**config.mk**
```make
export PLATFORM = sky130hd
export DESIGN_NAME = contact_antenna_assigner
export DESIGN_NICKNAME = d
export VERILOG_FILES = /design/src/rtl/core/cas_pkg.sv /design/src/rtl/core/contact_antenna_assigner.sv /design/src/rtl/core/cas_antenna_bank.sv /design/src/rtl/core/cas_selector.sv
export SDC_FILE = /design/constraint.sdc
export NUM_CORES = 1
export LEC_CHECK = 0
export ABC_CLOCK_PERIOD_IN_PS = 6500
export BUFFER_PORTS_ARGS = -buffer_cell sky130_fd_sc_hd__buf_2
export CORE_MARGIN = 3
export CORE_UTILIZATION = 65
export CTS_CLUSTER_DIAMETER = 100
export DETAILED_ROUTE_END_ITERATION = 10
export PLACE_DENSITY = 0.84
export SETUP_SLACK_MARGIN = 0.15
export SLEW_MARGIN = 20
export SYNTH_ARGS = -nofsm -noshare
export SYNTH_HDL_FRONTEND = slang
export SYNTH_SLANG_ARGS = --single-unit
```
**constraint.sdc**
```tcl
create_clock -name clk -period 6.5 [get_ports clk]
set_clock_uncertainty 0.1 [all_clocks]
set_input_delay 1.3 -clock clk [delete_from_list [all_inputs] [get_ports clk]]
set_output_delay 1.3 -clock clk [all_outputs]
set_load 0.05 [all_outputs]
```
**src/rtl/core/cas_pkg.sv**
```systemverilog
// Shared types and constants for the contact antenna assigner.
// No dependencies; the assigner, selector and checker in rtl/core refer to it by scoped names.
package cas_pkg;

	// Width of the antenna field on the result channel.
	localparam int ANT_W = 2;

	// One assignment result as it travels from the selector to the output register.
	typedef struct packed {
		logic [ANT_W-1:0] antenna;
		logic             reused;
		logic             conflict;
	} result_t;

endpackage

```
**src/rtl/core/contact_antenna_assigner.sv**
```systemverilog
// Contact antenna assigner: one antenna per satellite contact, reuse or earliest free.
// A contact passes the input register, then the result register that drives out_valid.
// Throughput: one contact per cycle unless the output stalls, which also stalls the input.
// The choice is a parallel compare over all antenna registers between the input register
// and the result register, state updated at transfer.
// Reset (arst_n low, asynchronous): both stages empty, all antennas unused with end time 0,
// check_enable 0.
module contact_antenna_assigner #(
	parameter int ANTENNAS    = 4,
	parameter int SAT_ID_BITS = 8,
	parameter int TIME_BITS   = 32
) (
	input  logic                       clk,
	input  logic                       arst_n,
	// configuration
	input  logic                       cfg_wr_en,
	input  logic                       cfg_wr_data,
	// contact input
	input  logic                       in_valid,
	output logic                       in_ready,
	input  logic                       first_of_batch,
	input  logic [SAT_ID_BITS-1:0]     satellite,
	input  logic [TIME_BITS-1:0]       start_time,
	input  logic [TIME_BITS-1:0]       end_time,
	// assignment output
	output logic                       out_valid,
	input  logic                       out_ready,
	output logic [cas_pkg::ANT_W-1:0]  antenna,
	output logic                       reused,
	output logic                       conflict
);

	logic check_enable_q;

	// Input stage: holds one accepted contact while its antenna is chosen.
	logic                   valid_s1;
	logic                   first_s1;
	logic [SAT_ID_BITS-1:0] sat_s1;
	logic [TIME_BITS-1:0]   start_s1;
	logic [TIME_BITS-1:0]   end_s1;

	// Result register.
	logic                   out_valid_q;
	cas_pkg::result_t       result_q;

	logic                   in_xfer;
	logic                   advance;
	logic [ANTENNAS-1:0]    choice_oh;
	cas_pkg::result_t       result;
	logic [TIME_BITS-1:0]   last_end [ANTENNAS];
	logic [SAT_ID_BITS-1:0] last_sat [ANTENNAS];
	logic [ANTENNAS-1:0]    used;

	// Advance the input stage when the result register is empty or drains this cycle;
	// the bank is written on the same edge so the next contact sees the new state.
	assign advance  = valid_s1 && (!out_valid_q || out_ready);
	assign in_ready = !valid_s1 || advance;
	assign in_xfer  = in_valid && in_ready;

	always_ff @(posedge clk or negedge arst_n) begin
		if (!arst_n) begin
			check_enable_q <= 1'b0;
		end else if (cfg_wr_en) begin
			check_enable_q <= cfg_wr_data;
		end
	end

	always_ff @(posedge clk or negedge arst_n) begin
		if (!arst_n) begin
			valid_s1    <= 1'b0;
			out_valid_q <= 1'b0;
		end else begin
			if (in_ready) begin
				valid_s1 <= in_valid;
			end
			if (advance) begin
				out_valid_q <= 1'b1;
			end else if (out_ready) begin
				out_valid_q <= 1'b0;
			end
		end
	end

	// Payload registers: capture on transfer, hold otherwise.
	always_ff @(posedge clk) begin
		if (in_xfer) begin
			first_s1 <= first_of_batch;
			sat_s1   <= satellite;
			start_s1 <= start_time;
			end_s1   <= end_time;
		end
		if (advance) begin
			result_q <= result;
		end
	end

	cas_antenna_bank #(
		.ANTENNAS    (ANTENNAS),
		.SAT_ID_BITS (SAT_ID_BITS),
		.TIME_BITS   (TIME_BITS)
	) u_bank (
		.clk       (clk),
		.arst_n    (arst_n),
		.wr_en     (advance),
		.clear     (first_s1),
		.choice_oh (choice_oh),
		.satellite (sat_s1),
		.end_time  (end_s1),
		.last_end  (last_end),
		.last_sat  (last_sat),
		.used      (used)
	);

	cas_selector #(
		.ANTENNAS    (ANTENNAS),
		.SAT_ID_BITS (SAT_ID_BITS),
		.TIME_BITS   (TIME_BITS)
	) u_sel (
		.first_of_batch (first_s1),
		.satellite      (sat_s1),
		.start_time     (start_s1),
		.check_enable   (check_enable_q),
		.last_end       (last_end),
		.last_sat       (last_sat),
		.used           (used),
		.choice_oh      (choice_oh),
		.result         (result)
	);

	assign out_valid = out_valid_q;
	assign antenna   = result_q.antenna;
	assign reused    = result_q.reused;
	assign conflict  = result_q.conflict;

endmodule

```
**src/rtl/core/cas_antenna_bank.sv**
```systemverilog
// Per-antenna state registers: last end time, last satellite, used flag.
// Depends on nothing but the clock and reset; written by the top level on each transfer.
module cas_antenna_bank #(
	parameter int ANTENNAS    = 4,
	parameter int SAT_ID_BITS = 8,
	parameter int TIME_BITS   = 32
) (
	input  logic                   clk,
	input  logic                   arst_n,
	input  logic                   wr_en,
	input  logic                   clear,
	input  logic [ANTENNAS-1:0]    choice_oh,
	input  logic [SAT_ID_BITS-1:0] satellite,
	input  logic [TIME_BITS-1:0]   end_time,
	output logic [TIME_BITS-1:0]   last_end [ANTENNAS],
	output logic [SAT_ID_BITS-1:0] last_sat [ANTENNAS],
	output logic [ANTENNAS-1:0]    used
);

	logic [TIME_BITS-1:0]   last_end_q [ANTENNAS];
	logic [SAT_ID_BITS-1:0] last_sat_q [ANTENNAS];
	logic [ANTENNAS-1:0]    used_q;

	// End times and used flags reset to zero; an unused antenna counts as ending at zero.
	always_ff @(posedge clk or negedge arst_n) begin
		if (!arst_n) begin
			used_q <= '0;
			for (int a = 0; a < ANTENNAS; a++) begin
				last_end_q[a] <= '0;
			end
		end else if (wr_en) begin
			for (int a = 0; a < ANTENNAS; a++) begin
				if (choice_oh[a]) begin
					used_q[a]     <= 1'b1;
					last_end_q[a] <= end_time;
				end else if (clear) begin
					used_q[a]     <= 1'b0;
					last_end_q[a] <= '0;
				end
			end
		end
	end

	// Satellite ids are only read behind the used flag, so they carry no reset.
	always_ff @(posedge clk) begin
		if (wr_en) begin
			for (int a = 0; a < ANTENNAS; a++) begin
				if (choice_oh[a]) begin
					last_sat_q[a] <= satellite;
				end
			end
		end
	end

	assign last_end = last_end_q;
	assign last_sat = last_sat_q;
	assign used     = used_q;

endmodule

```
**src/rtl/core/cas_selector.sv**
```systemverilog
// Combinational antenna choice: satellite match first, else earliest end time.
// Depends on cas_pkg for the result type; reads the state held in cas_antenna_bank.
module cas_selector #(
	parameter int ANTENNAS    = 4,
	parameter int SAT_ID_BITS = 8,
	parameter int TIME_BITS   = 32
) (
	input  logic                   first_of_batch,
	input  logic [SAT_ID_BITS-1:0] satellite,
	input  logic [TIME_BITS-1:0]   start_time,
	input  logic                   check_enable,
	input  logic [TIME_BITS-1:0]   last_end [ANTENNAS],
	input  logic [SAT_ID_BITS-1:0] last_sat [ANTENNAS],
	input  logic [ANTENNAS-1:0]    used,
	output logic [ANTENNAS-1:0]    choice_oh,
	output cas_pkg::result_t       result
);

	localparam int AW = cas_pkg::ANT_W;

	logic [TIME_BITS-1:0] end_eff [ANTENNAS];
	logic [ANTENNAS-1:0]  used_eff;
	logic [ANTENNAS-1:0]  match;
	logic [ANTENNAS-1:0]  match_oh;
	logic [ANTENNAS-1:0]  min_oh;
	logic [ANTENNAS-1:0]  late;
	logic                 any_match;
	logic [AW-1:0]        ant;

	// A batch start sees every antenna as cleared.
	always_comb begin
		for (int a = 0; a < ANTENNAS; a++) begin
			end_eff[a]  = first_of_batch ? '0 : last_end[a];
			used_eff[a] = used[a] & ~first_of_batch;
			match[a]    = used_eff[a] && (last_sat[a] == satellite);
			late[a]     = end_eff[a] > start_time;
		end
	end

	// Lowest matching antenna.
	assign match_oh  = match & (~match + ANTENNAS'(1));
	assign any_match = |match;

	// Pairwise compare: strictly below every lower index, not above any higher one.
	always_comb begin
		for (int a = 0; a < ANTENNAS; a++) begin
			min_oh[a] = 1'b1;
			for (int b = 0; b < ANTENNAS; b++) begin
				if (b < a) begin
					min_oh[a] = min_oh[a] & (end_eff[a] < end_eff[b]);
				end else if (b > a) begin
					min_oh[a] = min_oh[a] & (end_eff[a] <= end_eff[b]);
				end
			end
		end
	end

	assign choice_oh = any_match ? match_oh : min_oh;

	always_comb begin
		ant = '0;
		for (int a = 0; a < ANTENNAS; a++) begin
			if (choice_oh[a]) begin
				ant = ant | AW'(a);
			end
		end
	end

	assign result.antenna  = ant;
	assign result.reused   = any_match;
	assign result.conflict = check_enable & ~any_match & (|(min_oh & used_eff & late));

endmodule

```
==> results.env <==
AREA.GROWTH.SYNTH_TO_FINAL_PCT=9.80
FINAL_LAYOUT_SIZE_SUFFIX_GT1_SHARE_PCT=8.62
WORSTPATHMAXFANOUT=37
FINAL_MIN_PERIOD_OVER_CLOCK_PERIOD_PCT=86.9
DRT_FIRST_PASS_ITERS=6
SEQCELLAREA_MM2=0.00665
CTS_RESIZED=0
ROUTED-WL-MET3_MM=5.68
TIMING.SETUP.TNS_PS=0
REPORT.FINAL.HOLD_VIOL_COUNT=0
SYNTHMOSTINSTANTIATEDCELL='nand2_1'
SYNTHESIS.YOSYS.WARNINGS=0
ROUTED_WL_MM=56.9
POWER.IR.VDD_WORST_mV=0.375
TIMING.CRITICAL_PATH.REQUIRED_PS=6600
TOP_SIG_LAYER='met4'
ROUTED-WL-MET2_MM=25.5
REMAINING_DRC_ERRORS=0
GRTUSAGETOTAL_PCT=38.5
LAYOUT_MIN_CYCLE_TIME_PS=5650
TIMING.CRITICAL_PATH.SLOWEST_STAGE_CELL='nor4_1'
TIMING.FMAX_MHz=177
DESIGN.DIE.AREA_MM2=0.0295
GRT_START_MAX_NET_PINS=95
GRT-OVFL-TOTAL=0
DRT.ANTENNA.VIOLATING_NETS=0
POWER_DENSITY_mW_PER_MM2=396
ROUTED_VIA_DENSITY=6.69
NUM-FILL-CELLS=1971
WORST_MIN_DELAY_PATH_CATEGORY='flip-flop to flip-flop'
DRV_SLEW=0
CLKSLEWWORSTSETUPHOLDPATHS_PS=60
OUTCOME='finished, final reports clean'
SYNTH_CELL_TYPES=78
CRITICAL-PATH-MAX-STAGE-DELAY_PS=860
MAX_CAP_VIOL_COUNT=0
CTS.HOLD.BUFFERS_ADDED=0
PRE_CTS_WS_PS=1010
RSZ0062_AT_GRT='false'
WL_PER_CELL_UM=24.3
TIMING.FINAL.WS_SETUP_PS=851
PORTS=85
CRITICAL_PATH.TOP_DELAY_FAMILY='simple AND/OR/NAND/NOR gates'
CHIPHEIGHT_UM=172
GRT_PASS1_VIAS=15400
WORST-ENDPOINT-ARRIVAL_PS=5750
FIN_NETS=2339
NUMBER_OF_SINKS_ON_THE_CLOCK_NET=244
DRT_FIRST_ITER_VIOLATIONS=2030
CTS_TREE='done'
PORT_BUFFERS=84
SETUP_VIOL_COUNT_FINAL=0
POST-DP-HPWL_MM=41.7
EDFF_COUNT_SYNTH=109
YOSYS.AREA.TOP_TYPE_SHARE_PCT=20.0
DIE_WIDTH_UM=172
WORSTSKEWPAIRLATENCY_PS=580
SYNTHFLOPTYPE='dfrtp_1'
ROWS=60
CRIT_PATH_END_KIND='flip-flop'
CRITICAL_PATH.CELL_CHAIN='clkinv_2 > buf_12 > nand2_1 > inv_1 > ha_1 > and4_1 > nand3_1 > nor4_1 > o311ai_0 > a211oi_1 > a21oi_4 > nor2_1'
ASYNCSETRESETFLOPFRACSYNTH_PCT=55.3
VIAS=15700
MULTI_INPUT_COMB_AREA_MM2=0.0102
FINALCOREUTILIZATION_PCT=72.8
CORE-AREA_MM2=0.0270
HTREEDEPTH=1
CTSROOTBUFFERMASTER='clkbuf_16'
START_KIND='flip-flop'
MAX-SLEW-MARGIN-REL_PCT=15.9
POST_SYNTH_MOST_FREQUENT_CELLS='nand2_1, ha_1, inv_1, dfrtp_1, edfxtp_1'
YS_FF_LATCH=244
YOSYSTOPAREACELL='ha_1'
STATIC-LEAKAGE-POWER_nW=9.88
SYNTH.YOSYS.SEQ_AREA_SHARE_PCT=37.2
DRT_MET1_WL_MM=23.4
SYNTH.NET_COUNT=2278
CP_NUM_BUF_INV=3
ANTENNA_FOUND_INITIAL=4
PATH_CLASS='flip-flop to flip-flop'
POST_CTS_BUFFERS=0
GP_CONGESTION=1.05
START_UTIL_PCT=66.3
HOLD_WS_PS=385
FIRST_PASS_GRT_WIRE_LENGTH_MM=87.4
CLOCK_PATH_BUFFERS=3
CTS_BUFFERS=28
SYNTHESIS.AREA_PER_INSTANCE_UM2=9.33
SYN_AREA_MM2=0.0179
SYNTHESIS.INSTANCES=1913
WORST-SLEW-PIN-TRANSITION_PS=1250
SYNTH_TOP_CELLS_BY_AREA='ha_1, dfrtp_1, edfxtp_1'
-- worst register-to-register path: stages, from the launching register on --
cell and delay, ps:
edfxtp_1 360, clkinv_2 490, buf_12 410, nand2_1 120, inv_1 90, ha_1 300, and4_1 230, nand3_1 110
nor4_1 860, o311ai_0 570, a211oi_1 740, a21oi_4 120, nor2_1 770
-- routing by layer --
metal | vias to the layer above | global-route usage [%]
met5 | - | 0
met4 | 0 | 13.9
met3 | 176 | 6.87
met2 | 961 | 61.0
met1 | 7444 | 53.6
li1 | 7075 | -
-- sequential cells by signal, indices dropped and copies added (netlist names) --
name and flops:
u_bank.last_end 128, end_s1 32, start_s1 32, u_bank.last_sat 32, sat_s1 8, u_bank.used 4
antenna 2, check_enable_q 1, conflict 1, first_s1 1, out_valid 1, reused 1
valid_s1 1
-- area by class of cell --
class	count	share of cell area, %
multi-input cells	1389	51.8
flip-flops and latches	244	33.9
clock buffers	41	4.19
inverters	209	4.01
repair buffers	102	3.06
well taps	341	2.18
clock inverters	11	0.785
diodes	4	0.0510
-- report_power, final --
| part | switching, mW | total, mW | leakage, nW | internal, mW |
|---|---|---|---|---|
| Combinational | 2.39 | 3.73 | 6.76 | 1.34 |
| Sequential | 0.341 | 2.39 | 2.65 | 2.05 |
| Clock | 0.675 | 1.64 | 0.473 | 0.968 |
| Total | 3.41 | 7.76 | 9.88 | 4.35 |
-- metrics by stage --
step	total power [mW]	instances	cell area (µm²)
finish	7.76	2341	19600
floorplan	4.84	1913	17900
global placement	5.85	2284	18600
global route	8.21	2338	19600
CTS	7.65	2336	19600
detailed placement	5.98	2284	18600
-- cells in the final DEF, fill, tap and decap left out, types with 8 or more instances in the layout --
| cell | Yosys | routed |
|---|---|---|
| nand4_1 | 49 | 49 |
| o221ai_1 | 28 | 28 |
| clkbuf_16 | 0 | 30 |
| a22oi_1 | 32 | 32 |
| ha_1 | 286 | 286 |
| nand2b_1 | 17 | 17 |
| nor3_1 | 25 | 25 |
| xnor2_1 | 23 | 23 |
| a21o_1 | 36 | 36 |
| o31ai_1 | 32 | 32 |
| nand2_1 | 311 | 310 |
| nor2b_1 | 22 | 22 |
| edfxtp_1 | 109 | 109 |
| nand3_1 | 68 | 67 |
| a21oi_1 | 104 | 103 |
| nor4_1 | 9 | 8 |
| xor2_1 | 30 | 30 |
| dfrtp_1 | 135 | 135 |
| o221ai_2 | 8 | 8 |
| and4_1 | 10 | 10 |
| buf_2 | 27 | 83 |
| o21ai_0 | 56 | 56 |
| buf_4 | 3 | 15 |
| o211ai_1 | 32 | 32 |
| a211oi_1 | 20 | 20 |
| nor2_1 | 55 | 54 |
| inv_1 | 208 | 208 |
| mux2i_1 | 32 | 32 |
| clkbuf_1 | 30 | 8 |
-- final timing paths --
path	end	slack [ps]	depth (start not counted)	startpoint
worst min register to register	u_bank.used[0]	380	1	u_bank.used[0]
worst max register to register	u_bank.last_sat[26]	850	12	first_s1
max in group asynchronous	u_bank.last_end[95]	4270	2	arst_n
worst max-delay path	u_bank.last_sat[26]	850	12	first_s1
worst min-delay path	u_bank.used[0]	380	1	u_bank.used[0]
min in group asynchronous	u_bank.last_end[121]	650	1	arst_n
-- cells by family after synthesis --
kind of cell | after synthesis | synth area share [%]
mux | 33 | 1.86
simple gates | 595 | 15.5
xor+xnor | 53 | 2.60
compound gates | 416 | 16.3
buf+inv | 280 | 6.14
flops | 244 | 37.2
fa+ha+maj | 292 | 20.4
Power figures use the tool's default switching activity.
